### src/ritt_pkg.sv
// Shared constants, types and command/status bundles for the radix text unit.
package ritt_pkg;

    localparam int DATA_WIDTH      = 32;
    localparam int DIGIT_W         = 4;
    localparam int MAX_DIGITS      = DATA_WIDTH;
    localparam int BITS_PER_STEP   = 4;
    localparam int STEPS_PER_DIGIT = DATA_WIDTH / BITS_PER_STEP;
    localparam int STEP_W          = $clog2(STEPS_PER_DIGIT);
    localparam int CNT_W           = $clog2(MAX_DIGITS + 1);
    localparam int BUF_W           = MAX_DIGITS * DIGIT_W;
    localparam int CHAR_W          = 8;
    localparam int LEN_W           = 6;
    localparam int RADIX_W         = 5;

    localparam logic [RADIX_W-1:0] RADIX_MIN   = 5'd2;
    localparam logic [RADIX_W-1:0] RADIX_MAX   = 5'd16;
    localparam logic [RADIX_W-1:0] RADIX_RESET = 5'd10;

    localparam logic [CHAR_W-1:0] CH_ZERO  = 8'h30;
    localparam logic [CHAR_W-1:0] CH_LOWA  = 8'h61;
    localparam logic [CHAR_W-1:0] CH_MINUS = 8'h2D;
    localparam logic [CHAR_W-1:0] CH_END   = 8'h00;
    localparam logic [DIGIT_W-1:0] DEC_MAX = 4'd9;

    // controller -> datapath
    typedef struct packed {
        logic load;
        logic div_step;
        logic digit_end;
        logic emit_sign;
        logic emit_digit;
        logic emit_term;
    } ritt_cmd_t;

    // datapath -> controller
    typedef struct packed {
        logic neg;
        logic quot_zero;
        logic digits_full;
        logic last_digit;
        logic out_free;
    } ritt_status_t;

endpackage

### src/ritt_ctrl.sv
// Sequencer: digit extraction loop and character emission order.
module ritt_ctrl (
    input  logic                  clk,
    input  logic                  rst_n,
    input  logic                  in_valid,
    output logic                  in_stall,
    input  ritt_pkg::ritt_status_t status,
    output ritt_pkg::ritt_cmd_t    cmd
);
    import ritt_pkg::*;

    typedef enum logic [5:0] {
        ST_IDLE = 6'b000001,
        ST_DIV  = 6'b000010,
        ST_CHK  = 6'b000100,
        ST_SIGN = 6'b001000,
        ST_DIG  = 6'b010000,
        ST_TERM = 6'b100000
    } state_t;

    state_t              state_reg, state_next;
    logic [STEP_W-1:0]   step_reg, step_next;
    logic                step_done;

    assign in_stall  = (state_reg != ST_IDLE);
    assign step_done = (step_reg == STEP_W'(STEPS_PER_DIGIT - 1));

    always_comb
    begin
        state_next = state_reg;
        step_next  = step_reg;
        cmd        = '0;
        case (state_reg)
            ST_IDLE:
            begin
                if (in_valid)
                begin
                    cmd.load   = 1'b1;
                    step_next  = '0;
                    state_next = ST_DIV;
                end
            end
            ST_DIV:
            begin
                cmd.div_step  = 1'b1;
                cmd.digit_end = step_done;
                step_next     = step_reg + STEP_W'(1);
                if (step_done)
                begin
                    state_next = ST_CHK;
                end
            end
            ST_CHK:
            begin
                step_next = '0;
                if (status.quot_zero || status.digits_full)
                begin
                    state_next = status.neg ? ST_SIGN : ST_DIG;
                end
                else
                begin
                    state_next = ST_DIV;
                end
            end
            ST_SIGN:
            begin
                if (status.out_free)
                begin
                    cmd.emit_sign = 1'b1;
                    state_next    = ST_DIG;
                end
            end
            ST_DIG:
            begin
                if (status.out_free)
                begin
                    cmd.emit_digit = 1'b1;
                    if (status.last_digit)
                    begin
                        state_next = ST_TERM;
                    end
                end
            end
            ST_TERM:
            begin
                if (status.out_free)
                begin
                    cmd.emit_term = 1'b1;
                    state_next    = ST_IDLE;
                end
            end
            default:
            begin
                state_next = ST_IDLE;
            end
        endcase
    end

    always_ff @(posedge clk or negedge rst_n)
    begin
        if (!rst_n)
        begin
            state_reg <= ST_IDLE;
            step_reg  <= '0;
        end
        else
        begin
            state_reg <= state_next;
            step_reg  <= step_next;
        end
    end

    a_cmd_onehot: assert property (@(posedge clk) disable iff (!rst_n)
        $onehot0({cmd.load, cmd.div_step, cmd.emit_sign, cmd.emit_digit, cmd.emit_term}))
        else $error("ritt_ctrl: overlapping commands");

    a_term_to_idle: assert property (@(posedge clk) disable iff (!rst_n)
        cmd.emit_term |=> (state_reg == ST_IDLE))
        else $error("ritt_ctrl: terminator not followed by idle");

endmodule

### src/ritt_dp.sv
// Datapath: radix register, magnitude divider, digit stack and output beat register.
module ritt_dp (
    input  logic                                 clk,
    input  logic                                 rst_n,
    input  logic                                 cfg_wr_en,
    input  logic [ritt_pkg::RADIX_W-1:0]         cfg_wr_data,
    input  logic signed [ritt_pkg::DATA_WIDTH-1:0] value,
    input  ritt_pkg::ritt_cmd_t                   cmd,
    output ritt_pkg::ritt_status_t                status,
    output logic                                 out_valid,
    input  logic                                 out_stall,
    output logic [ritt_pkg::CHAR_W-1:0]          char_code,
    output logic [ritt_pkg::LEN_W-1:0]           text_length,
    output logic                                 last
);
    import ritt_pkg::*;

    logic [RADIX_W-1:0]    radix_reg;
    logic [RADIX_W-1:0]    base;
    logic [DATA_WIDTH-1:0] mag_reg;
    logic [DATA_WIDTH-1:0] mag_in;
    logic [DIGIT_W-1:0]    rem_reg;
    logic                  neg_reg;
    logic [BUF_W-1:0]      buf_reg;
    logic [CNT_W-1:0]      ndig_reg;
    logic [CNT_W-1:0]      emit_cnt_reg;
    logic [DATA_WIDTH-1:0] q_next;
    logic [DIGIT_W:0]      r_next;
    logic [DIGIT_W-1:0]    top_digit;
    logic [CHAR_W-1:0]     digit_char;
    logic [LEN_W-1:0]      len_value;
    logic                  out_valid_reg;
    logic [CHAR_W-1:0]     char_reg;
    logic [LEN_W-1:0]      len_reg;
    logic                  last_reg;
    logic                  emit_any;

    // values 0/1 behave as base 2, values above 16 as base 16
    always_comb
    begin
        if (radix_reg < RADIX_MIN)
            base = RADIX_MIN;
        else if (radix_reg > RADIX_MAX)
            base = RADIX_MAX;
        else
            base = radix_reg;
    end

    assign mag_in = value[DATA_WIDTH-1] ? (~value + DATA_WIDTH'(1)) : value;

    // restoring division, BITS_PER_STEP quotient bits per cycle while div_step is set
    always_comb
    begin
        logic [DIGIT_W:0]      r;
        logic [DATA_WIDTH-1:0] q;
        r = {1'b0, rem_reg};
        q = mag_reg;
        for (int i = 0; i < BITS_PER_STEP; i++)
        begin
            r = {r[DIGIT_W-1:0], q[DATA_WIDTH-1]};
            q = {q[DATA_WIDTH-2:0], 1'b0};
            if (r >= base)
            begin
                r    = r - base;
                q[0] = 1'b1;
            end
        end
        r_next = r;
        q_next = q;
    end

    assign top_digit  = buf_reg[BUF_W-1 -: DIGIT_W];
    assign digit_char = (top_digit > DEC_MAX)
                      ? (CH_LOWA + CHAR_W'(top_digit - DIGIT_W'(10)))
                      : (CH_ZERO + CHAR_W'(top_digit));
    assign len_value  = LEN_W'(ndig_reg) + LEN_W'(neg_reg) + LEN_W'(1);
    assign emit_any   = cmd.emit_sign | cmd.emit_digit | cmd.emit_term;

    assign status.neg         = neg_reg;
    assign status.quot_zero   = (mag_reg == '0);
    assign status.digits_full = (ndig_reg == CNT_W'(MAX_DIGITS));
    assign status.last_digit  = ((emit_cnt_reg + CNT_W'(1)) == ndig_reg);
    assign status.out_free    = !out_valid_reg || !out_stall;

    always_ff @(posedge clk or negedge rst_n)
    begin
        if (!rst_n)
        begin
            radix_reg     <= RADIX_RESET;
            out_valid_reg <= 1'b0;
            rem_reg       <= '0;
            ndig_reg      <= '0;
            emit_cnt_reg  <= '0;
        end
        else
        begin
            if (cfg_wr_en)
                radix_reg <= cfg_wr_data;

            if (cmd.load)
            begin
                rem_reg      <= '0;
                ndig_reg     <= '0;
                emit_cnt_reg <= '0;
            end
            else if (cmd.div_step)
            begin
                rem_reg <= cmd.digit_end ? '0 : r_next[DIGIT_W-1:0];
                if (cmd.digit_end)
                    ndig_reg <= ndig_reg + CNT_W'(1);
            end
            else if (cmd.emit_digit)
            begin
                emit_cnt_reg <= emit_cnt_reg + CNT_W'(1);
            end

            if (emit_any)
                out_valid_reg <= 1'b1;
            else if (!out_stall)
                out_valid_reg <= 1'b0;
        end
    end

    always_ff @(posedge clk)
    begin
        if (cmd.load)
        begin
            mag_reg <= mag_in;
            neg_reg <= value[DATA_WIDTH-1];
        end
        else if (cmd.div_step)
        begin
            mag_reg <= q_next;
            if (cmd.digit_end)
                buf_reg <= {r_next[DIGIT_W-1:0], buf_reg[BUF_W-1:DIGIT_W]};
        end
        else if (cmd.emit_digit)
        begin
            buf_reg <= {buf_reg[BUF_W-DIGIT_W-1:0], {DIGIT_W{1'b0}}};
        end

        if (emit_any)
        begin
            len_reg  <= len_value;
            last_reg <= cmd.emit_term;
            if (cmd.emit_sign)
                char_reg <= CH_MINUS;
            else if (cmd.emit_digit)
                char_reg <= digit_char;
            else
                char_reg <= CH_END;
        end
    end

    assign out_valid   = out_valid_reg;
    assign char_code   = char_reg;
    assign text_length = len_reg;
    assign last        = last_reg;

    a_last_is_nul: assert property (@(posedge clk) disable iff (!rst_n)
        (out_valid && last) |-> (char_code == CH_END))
        else $error("ritt_dp: last beat is not the terminator");

    a_rem_below_base: assert property (@(posedge clk) disable iff (!rst_n)
        cmd.div_step |-> ({1'b0, rem_reg} < base))
        else $error("ritt_dp: remainder out of range");

    a_ndig_bound: assert property (@(posedge clk) disable iff (!rst_n)
        ndig_reg <= CNT_W'(MAX_DIGITS))
        else $error("ritt_dp: digit count overflow");

    a_no_overwrite: assert property (@(posedge clk) disable iff (!rst_n)
        (out_valid && out_stall) |-> !emit_any)
        else $error("ritt_dp: output beat overwritten while stalled");

endmodule

### src/radix_integer_to_text_unit.sv
// Top level of the signed integer to radix text converter.
//
// Input channel: in_valid / in_stall with value (signed 32 bits). A beat is
// taken when in_valid is high and in_stall is low; in_stall is high for the
// whole conversion, so one integer is worked on at a time.
// Output channel: out_valid / out_stall, one beat per character, most
// significant digit first, with a leading '-' for negative input and a zero
// byte (last = 1) at the end. text_length counts all beats incl. terminator.
// Config: cfg_wr_en / cfg_wr_data write the radix (2..16; 0/1 act as 2,
// 17..31 act as 16). Write it only while no conversion is in flight.
// Sequence: a load, then for each digit a run of divider steps at 4 quotient
// bits each and a check, then one character per cycle while the receiver does
// not stall. The slowest case is base 2 with 32 digits and a negative value;
// a single shared divider serves every digit.
// Reset: radix returns to 10, the output register empties, the sequencer
// goes idle. A stalled receiver holds the current beat; the sequencer
// simply waits until the output register frees up.
module radix_integer_to_text_unit (
    input  logic                                   clk,
    input  logic                                   rst_n,
    input  logic                                   cfg_wr_en,
    input  logic [ritt_pkg::RADIX_W-1:0]           cfg_wr_data,
    input  logic                                   in_valid,
    output logic                                   in_stall,
    input  logic signed [ritt_pkg::DATA_WIDTH-1:0] value,
    output logic                                   out_valid,
    input  logic                                   out_stall,
    output logic [ritt_pkg::CHAR_W-1:0]            char_code,
    output logic [ritt_pkg::LEN_W-1:0]             text_length,
    output logic                                   last
);
    import ritt_pkg::*;

    ritt_cmd_t    cmd;
    ritt_status_t status;

    // sequencer: load, divide loop, sign/digit/terminator emission
    ritt_ctrl u_ctrl (
        .clk      (clk),
        .rst_n    (rst_n),
        .in_valid (in_valid),
        .in_stall (in_stall),
        .status   (status),
        .cmd      (cmd)
    );

    // radix register, divider, digit stack, output beat register
    ritt_dp u_dp (
        .clk         (clk),
        .rst_n       (rst_n),
        .cfg_wr_en   (cfg_wr_en),
        .cfg_wr_data (cfg_wr_data),
        .value       (value),
        .cmd         (cmd),
        .status      (status),
        .out_valid   (out_valid),
        .out_stall   (out_stall),
        .char_code   (char_code),
        .text_length (text_length),
        .last        (last)
    );

    a_busy_stalls: assert property (@(posedge clk) disable iff (!rst_n)
        cmd.div_step |-> in_stall)
        else $error("radix_integer_to_text_unit: input open during divide");

endmodule
### config.mk
export PLATFORM = sky130hd
export DESIGN_NAME = radix_integer_to_text_unit
export DESIGN_NICKNAME = d
export VERILOG_FILES = /design/src/ritt_pkg.sv /design/src/ritt_ctrl.sv /design/src/ritt_dp.sv /design/src/radix_integer_to_text_unit.sv
export SDC_FILE = /design/constraint.sdc
export NUM_CORES = 1
export LEC_CHECK = 0
export ABC_AREA = 1
export ABC_CLOCK_PERIOD_IN_PS = 6900
export BUFFER_PORTS_ARGS = -buffer_cell sky130_fd_sc_hd__buf_4
export CAP_MARGIN = 25
export CORE_UTILIZATION = 62
export DETAILED_ROUTE_END_ITERATION = 7
export PLACE_DENSITY = 0.81
export SYNTH_ARGS = -nofsm -noshare
export SYNTH_HDL_FRONTEND = slang
export SYNTH_SLANG_ARGS = --single-unit
### constraint.sdc
create_clock -name clk -period 6.9 [get_ports clk]
set_input_delay 1.035 -clock clk [delete_from_list [all_inputs] [get_ports clk]]
set_output_delay 1.035 -clock clk [all_outputs]
set_load 0.01 [all_outputs]
==> flow_summary.ini, run 1 <==
[clocking]
clock_latency_ns = 0.50
ctsResizeCount = 0
htreeDepth = 1
cts_hold_buf = 0
clk_pin_slew_ns = 0.06
cts_made_buffers = 21
cts_root_buf = clkbuf_16
cts_tree = built
post_cts_buffers = 0
numClockSinks = 206
clock_path_buffers = 3

[power_and_ir_drop]
leakage_nw = 5.37
p_sw_share_pct = 40.1
vdd_drop_max_uv = 473
power.internal_w = 0.00325
pwr-share-comb_pct = 46.0
seqPwrFrac_pct = 32.1
p_clk_share_pct = 21.8
p_switching_w = 0.00218
powerDensity_nw_per_um2 = 439

[global_routing]
grt_pass1_vias = 7730
grt_pass1_wl_mm = 36.1
antenna_found_initial = 0
gr-total-overflow = 0
grt_max_degree = 122
grtUsageTotal_pct = 24.4

[detailed_routing]
via_count = 8310
drtIter0Drc = 862
drcViolationCount = 0
wl_per_cell_um = 14.3
viasPerCell = 5.49
drt-total-wl_mm = 21.7
dr.pass1.iters = 5
ant_nets = 0

[worst_setup_path]
critical_path.endpoint = u_dp.buf_reg[124]
end_kind = flop
regToRegSetupSlack_ns = 0.82
slowest_stage = dfstp_2
r2r_start = u_dp.radix_reg[3]
critical_path.top_delay_family = simple AND/OR/NAND/NOR gates
crit_fanout = 8
r2r_cells = 35
crit_type = flop to flop
path_buf_inv = 4
cp_slowest_stage_delay_ns = 0.54
regToRegEndpoint = u_dp.buf_reg[124]
cp.arrival_ns = 6.26
critPathLaunchType = flop
startpoint = u_dp.radix_reg[3]
cp_common_cell = nand2_1
crit_cells = 35
worst_ep_required_time_ns = 7.08

[timing]
setup_violations = 0
fmax_mhz = 165
skew_ns = 0.0192
setup_ws_ns = 0.824
hold_viol_final = 0
max_slew_margin_pct = 31.2
rsz0062_at_grt = false
drv_slew = 0
tightestPinTransition_ns = 1.03
period_share_pct = 88.1
fin_tns_setup_ns = 0
period_needed_ns = 6.08

[layout]
num_antenna_cells = 0
areaGrowthSynthToFinish_pct = 11.9
drive_gt1_share_pct = 9.93
final_common_cell = nand2_1
largest_reg_flops = 128
final_nets = 1352
final_cell_mix = nand2_1, edfxtp_1, inv_1
postLayoutCoreUtil_pct = 71.3

[synth]
synthesis.nets = 1310
postSynthAreaPerCell_um2 = 8.97
synth-edff-count = 175
synth_compound_gate_area_share_pct = 10.2
synth_top_family_by_area = simple AND/OR/NAND/NOR gates
async_flop_share_pct = 15.0
synthAdderAreaFrac_pct = 4.35
ys_ff_latch = 206
ys_seq_area_share_pct = 54.6
synth.distinct_cells = 44
synthMuxAreaShare_pct = 0.306
yosys_warnings = 0
synth_xor_area_share_pct = 2.38
synthCells = 1232
syn_area_um2 = 11100
ys.flop_type = edfxtp_1
synth_simple_gate_area_share_pct = 20.5

[flow_run]
drv_cap = 0

[floorplanning]
row_count = 48
io_pins = 59
fp.dieW_um = 136
die_h_um = 136
die-area_um2 = 18400
initial_core_util_pct = 63.7
core_area_um2 = 17400

[outcome]
status = completed

[placement]
place_hpwl_mm = 14.8
port_buffers = 57
place_congestion = 0.878
dp_slack_ns = 0.972

[min_path]
hold_class = input pin to async pin
routing by layer:
layer  vias to the layer above  wire (um)  global-route usage, %
met5                         -          0                      0
met4                         0        347                   5.62
met3                        28        947                   2.73
met2                       192      10500                   40.1
met1                      3912       9890                   34.8
li1                       4178          -                      -
cell usage after synthesis (3+ instances only):
master / count / share of area, %
nand2_1: 329 / 11
edfxtp_1: 175 / 48
inv_1: 163 / 5.5
o21ai_0: 158 / 7.2
nor2_1: 82 / 2.8
nand3_1: 63 / 2.9
ha_1: 32 / 3.6
dfrtp_1: 28 / 6.3
nand4_1: 25 / 1.4
buf_2: 24 / 1.1
a21oi_1: 23 / 1.0
xor2_1: 22 / 1.7
o21ai_1: 16 / 0.72
clkbuf_1: 15 / 0.51
xnor2_1: 8 / 0.63
a31oi_1: 7 / 0.40
nor3_1: 7 / 0.32
nor2_4: 6 / 0.61
inv_2: 5 / 0.17
fa_1: 4 / 0.72
buf_4: 3 / 0.20
dfstp_2: 3 / 0.71
mux2_2: 3 / 0.31
nand2_2: 3 / 0.17
kinds of logic (layout without fill, tap and decap cells):
family / count (synthesis) / count (layout)
XOR/XNOR: 30 / 30
other: 1 / 1
AO/OA/AOI/OAI: 215 / 215
buffers and inverters: 213 / 270
adder cells (fa/ha/maj): 36 / 36
multiplexers: 3 / 3
AND/OR/NAND/NOR: 528 / 528
flip-flops: 206 / 206
cell type report:
type | instances | area (um^2)
flip-flops and latches | 206 | 6030
fillers | 1301 | 4990
multi-input cells | 813 | 4180
inverters | 168 | 631
clock buffers | 25 | 551
repair buffers | 64 | 520
well taps | 225 | 282
clock inverters | 13 | 170
power by group through the flow:
stage / Combinational, W / Sequential, W / Clock [W]
floorplan: 0.00196 / 0.00173 / 0
global placement: 0.00233 / 0.00176 / 0
detailed placement: 0.00245 / 0.00176 / 0
CTS: 0.00247 / 0.00174 / 0.00120
global route: 0.00287 / 0.00176 / 0.00124
finish: 0.00250 / 0.00175 / 0.00119
how the worst min path moves through the flow:
stage	start	end	slack, ns
after floorplan	u_dp.rem_reg[3]	u_dp.rem_reg[3]	0.46
after global placement	u_ctrl.step_reg[2]	u_ctrl.step_reg[2]	0.49
after detailed placement	u_ctrl.step_reg[1]	u_ctrl.step_reg[1]	0.50
after CTS	rst_n	u_dp.radix_reg[2]	0.47
after global routing	rst_n	u_dp.radix_reg[2]	0.49
final	rst_n	u_dp.radix_reg[2]	0.47
stage by stage:
stage	instance area, um^2	power [W]	std cells	hold slack (ns)
6_report	12400	0.00543	1514	0.466
3_5_place_dp	11600	0.00421	1476	0.498
4_1_cts	12400	0.00541	1514	0.467
5_1_grt	12400	0.00587	1514	0.486
2_1_floorplan	11100	0.00369	1232	0.456
3_3_place_gp	11600	0.00410	1474	0.488
Note: power is estimated with default switching activity, not from simulation.
==> inputs of run 2 (changes only) <==
SYNTH_HIERARCHICAL = 1   (was unset)
==> flow_summary.ini, run 2 <==
[outcome]
status = completed

[power_and_ir_drop]
seqPwrFrac_pct = 31.9
p_clk_share_pct = 19.0
pwr-share-comb_pct = 49.0
leakage_nw = 5.61
p_sw_share_pct = 42.4
vdd_drop_max_uv = 624
p_switching_w = 0.00251
power.internal_w = 0.00341
powerDensity_nw_per_um2 = 476

[synth]
yosysTopAreaCell = edfxtp_1
yosys_warnings = 6
synth-edff-count = 175
synthMostInstantiatedCell = nand2_1
syn_area_um2 = 11100
synthesis.nets = 1344
async_flop_share_pct = 15.0
ys_seq_area_share_pct = 54.2
ys.flop_type = edfxtp_1
synth_area_leaders = edfxtp_1, nand2_1, dfrtp_1
synth.distinct_cells = 43
synthCells = 1266
postSynthAreaPerCell_um2 = 8.80
ys_ff_latch = 206
synth_commonest_cells = nand2_1, edfxtp_1, inv_1
synth_top_area_share_pct = 47.2

[global_routing]
grtUsageTotal_pct = 24.8
antenna_found_initial = 0
grt_pass1_wl_mm = 37.0
grt_pass1_vias = 8029
gr-total-overflow = 0
grt_max_degree = 78

[placement]
place_hpwl_mm = 15.0
place_congestion = 0.906
postPlaceCellArea_um2 = 11800
port_buffers = 57
dp.cells = 1510

[layout]
fillers = 1331
largest_reg_flops = 128
final_common_cell = nand2_1
final_cell_mix = nand2_1, edfxtp_1, inv_1
num_antenna_cells = 0
drive_gt1_share_pct = 10.9
final_cells = 1548
final_nets = 1387
areaGrowthSynthToFinish_pct = 11.7
final_area_um2 = 12400
postLayoutCoreUtil_pct = 71.4

[detailed_routing]
drt-total-wl_mm = 22.4
ant_nets = 0
wl_met2_mm = 11.0
viasPerCell = 5.50
dr.pass1.iters = 5
via_count = 8515
top_layer = met4
wl_per_cell_um = 14.5
met3_wirelength_mm = 1.18
drt-met1-wl_mm = 9.80
drtIter0Drc = 820
drcViolationCount = 0

[timing]
tightestPinTransition_ns = 0.831
fmax_mhz = 170
rsz0062_at_grt = false
setup_violations = 0
period_share_pct = 85.5
period_needed_ns = 5.90
max_slew_margin_pct = 44.6
drv_slew = 0
skew_ns = 0.00988
hold_viol_final = 0
holdWs_ns = 0.462
fin_tns_setup_ns = 0

[floorplanning]
die_h_um = 136
row_count = 48
core_area_um2 = 17400
die-area_um2 = 18500
initial_core_util_pct = 64.0
fp.dieW_um = 136
io_pins = 59

[clocking]
clock_latency_ns = 0.50
clk_pin_slew_ns = 0.06
post_cts_buffers = 0
clock_path_buffers = 3
cts_root_buf = clkbuf_16
cts_tree = built
cts_made_buffers = 22
htreeDepth = 1
ctsResizeCount = 0
cts_hold_buf = 0
numClockSinks = 206

[worst_setup_path]
r2r_start = u_dp/radix_reg[1]
regToRegEndpoint = u_dp/buf_reg[124]
crit_type = flop to flop
startpoint = u_dp/radix_reg[1]
r2r_cells = 37
worst_ep_required_time_ns = 7.15
cp_common_cell = nand2_1
cp.arrival_ns = 6.14
regToRegSetupSlack_ns = 1.00
slowest_stage = dfstp_2
crit_fanout = 8
critPathLaunchType = flop
critical_path.endpoint = u_dp/buf_reg[124]
cp_slowest_stage_delay_ns = 0.53
end_kind = flop

[flow_run]
drv_cap = 0

[min_path]
hold_class = input pin to async pin
## run 2: changes by cell type after synthesis, sizes merged, moves of 8 or more
cell,before,now
nor4,1,9
buf,29,13
inv,168,100
o21ai,174,59
xor2,22,33
nor2,90,74
nand2,332,550
clkbuf,16,31
nand4,27,19
## run 2: power by group through the flow
stage	clock network, W	registers [W]	logic, W
6_report	0.00113	0.00189	0.00290
3_3_place_gp	0	0.00190	0.00269
2_1_floorplan	0	0.00187	0.00223
4_1_cts	0.00114	0.00189	0.00286
5_1_grt	0.00119	0.00191	0.00330
3_5_place_dp	0	0.00191	0.00281
## run 2: critical path, delay by kind of cell (launching register included)
kind | cells | cell delay [ns]
DFF | 1 | 0.53
adders and majority gates | 4 | 1.30
buffers and inverters | 5 | 0.45
and+or+nand+nor | 23 | 2.26
AOI/OAI and AO/OA | 5 | 1.11
## run 2: per-layer routing
layer  up-vias  GRT usage, %
li1       4240             -
met1      3989          34.0
met2       253          41.6
met3        33          2.68
met4         0          7.35
met5         -             0
## run 2: area by class of cell
| cell class | count | area (um^2) | area share (%) |
|---|---|---|---|
| Clock inverter | 12 | 123 | 0.986 |
| Tap cell | 225 | 282 | 2.26 |
| Timing Repair Buffer | 63 | 505 | 4.06 |
| Multi-Input combinational cell | 915 | 4550 | 36.6 |
| Clock buffer | 26 | 566 | 4.55 |
| Sequential cell | 206 | 6030 | 48.5 |
| Inverter | 101 | 382 | 3.07 |
## run 2: how the worst min path moves through the flow
stage	startpoint	end	slack [ns]
finish	rst_n	u_dp/radix_reg[4]	0.46
global route	rst_n	u_dp/radix_reg[4]	0.48
CTS	rst_n	u_dp/radix_reg[0]	0.47
global placement	u_ctrl/step_reg[0]	u_ctrl/step_reg[0]	0.47
floorplan	u_dp/rem_reg[3]	u_dp/rem_reg[3]	0.46
detailed placement	u_ctrl/step_reg[0]	u_ctrl/step_reg[0]	0.49
## run 2: cells by family (layout without fill, tap and decap cells)
family                     after synthesis  count (layout)  share of synthesized area [%]
and+or+nand+nor                        738             738                           28.1
DFF                                    206             206                           54.2
buffers and inverters                  145             202                           5.08
AOI/OAI and AO/OA                       93              93                           4.54
xor gates and xnor gates                44              44                           3.46
adders and majority gates               36              36                           4.31
muxes                                    3               3                          0.292
other                                    1               1                         0.0337
## run 2: stage by stage
step	worst slack (ns)	total power, W
final	1.00	0.00592
after floorplan	1.38	0.00410
after global routing	0.413	0.00640
after detailed placement	1.16	0.00471
after global placement	1.34	0.00459
after CTS	1.09	0.00589
==> inputs of run 3 (changes only) <==
==> constraint.sdc (replaced) <==
create_clock -name clk -period 6.9 [get_ports clk]
set_input_delay 1.38 -clock clk [delete_from_list [all_inputs] [get_ports clk]]
set_output_delay 1.38 -clock clk [all_outputs]
set_load 0.01 [all_outputs]
==> flow_summary.ini, run 3 (synthesized netlist as in run 2, its figures left out) <==
[floorplanning]
core_area_um2 = 17400
io_pins = 59
die_h_um = 136
initial_core_util_pct = 64.0
fp.dieW_um = 136
die-area_um2 = 18500
row_count = 48

[layout]
largest_reg_flops = 128
final_nets = 1388
areaGrowthSynthToFinish_pct = 11.9
final_cells = 1551
drive_gt1_share_pct = 11.2
num_antenna_cells = 0
final_common_cell = nand2_1
final_cell_mix = nand2_1, edfxtp_1, inv_1

[timing]
setup_violations = 0
rsz0062_at_grt = false
max_slew_margin_pct = 33.4
period_share_pct = 86.5
fin_tns_setup_ns = 0
tightestPinTransition_ns = 0.999
hold_viol_final = 0
fmax_mhz = 168
period_needed_ns = 5.97
skew_ns = 0.0183
drv_slew = 0

[placement]
place_hpwl_mm = 15.0
port_buffers = 57
dp.cells = 1511
place_congestion = 0.902

[detailed_routing]
ant_nets = 0
viasPerCell = 5.54
drcViolationCount = 0
drt-total-wl_mm = 22.6
drtIter0Drc = 819
via_count = 8591
wl_per_cell_um = 14.6
dr.pass1.iters = 5

[min_path]
hold_class = flop to flop

[global_routing]
gr-total-overflow = 0
antenna_found_initial = 0
grt_max_degree = 101
grt_pass1_vias = 8133
grtUsageTotal_pct = 25.0
grt_pass1_wl_mm = 37.0

[worst_setup_path]
slowest_stage = dfstp_2
end_kind = flop
critPathLaunchType = flop
cp_common_cell = nand2_1
worst_ep_required_time_ns = 7.16
cp_slowest_stage_delay_ns = 0.53
crit_fanout = 8
cp.arrival_ns = 6.23
crit_type = flop to flop

[power_and_ir_drop]
leakage_nw = 5.63
powerDensity_nw_per_um2 = 477
vdd_drop_max_uv = 496
total_power_w = 0.00594

[clocking]
cts_root_buf = clkbuf_16
cts_made_buffers = 22
clk_pin_slew_ns = 0.06
clock_latency_ns = 0.51
cts_hold_buf = 0
htreeDepth = 1
numClockSinks = 206
post_cts_buffers = 0
clock_path_buffers = 3
cts_tree = built
ctsResizeCount = 0

[flow_run]
drv_cap = 0

[outcome]
status = completed
-- run 3: through the flow --
| step | hold WS, ns | worst slack (ns) | utilization (%) | instance area [um^2] |
|---|---|---|---|---|
| finish | 0.492 | 0.931 | 71.6 | 12500 |
| global route | 0.530 | 0.462 | 71.6 | 12500 |
| CTS | 0.493 | 1.01 | 71.6 | 12500 |
| detailed placement | 0.473 | 1.08 | 67.5 | 11700 |
| global placement | 0.473 | 1.34 | 67.3 | 11700 |
| floorplan | 0.456 | 1.04 | - | 11100 |
-- run 3: final timing paths --
check	startpoint	endpoint	slack, ns	depth (start not counted)
worst min register to register	u_ctrl/step_reg[0]	u_ctrl/step_reg[0]	0.49	1
max in group asynchronous	rst_n	u_ctrl/state_reg[0]	5.77	1
min in group asynchronous	rst_n	u_dp/radix_reg[4]	0.80	1
worst max register to register	u_dp/radix_reg[1]	u_dp/buf_reg[127]	0.93	35
worst min-delay path	u_ctrl/step_reg[0]	u_ctrl/step_reg[0]	0.49	1
worst max-delay path	u_dp/radix_reg[1]	u_dp/buf_reg[127]	0.93	35
-- run 3: power breakdown --
part | switching [W] | internal [W] | total (W)
Clock | 0.000482 | 0.000700 | 0.00118
Sequential | 0.000144 | 0.00175 | 0.00189
Combinational | 0.00187 | 0.000994 | 0.00287
Total | 0.00250 | 0.00344 | 0.00594
-- run 3: final cells by class --
| cell class | count | area, um^2 |
|---|---|---|
| Clock buffer | 24 | 558 |
| Clock inverter | 16 | 168 |
| Fill cell | 1312 | 4940 |
| Inverter | 101 | 382 |
| Multi-Input combinational cell | 915 | 4550 |
| Sequential cell | 206 | 6030 |
| Tap cell | 225 | 282 |
| Timing Repair Buffer | 64 | 500 |
-- run 3: worst max-delay path: cells and delay by family, from the launching register on --
family                     cells  cell delay [ns]
buffers and inverters          3             0.37
DFF                            1             0.53
and+or+nand+nor               23             2.37
AOI/OAI and AO/OA              5             1.11
adders and majority gates      4             1.32
-- run 3: metal layers --
| metal | track usage (%) | wire, um | vias up | share of wire, % |
|---|---|---|---|---|
| met1 | 33.1 | 9900 | 4034 | 44 |
| met4 | 7.65 | 478 | 0 | 2.1 |
| met5 | 0 | 0 | - | 0 |
| met3 | 3.36 | 1280 | 42 | 5.6 |
| li1 | - | - | 4251 | - |
| met2 | 42.7 | 11000 | 264 | 49 |
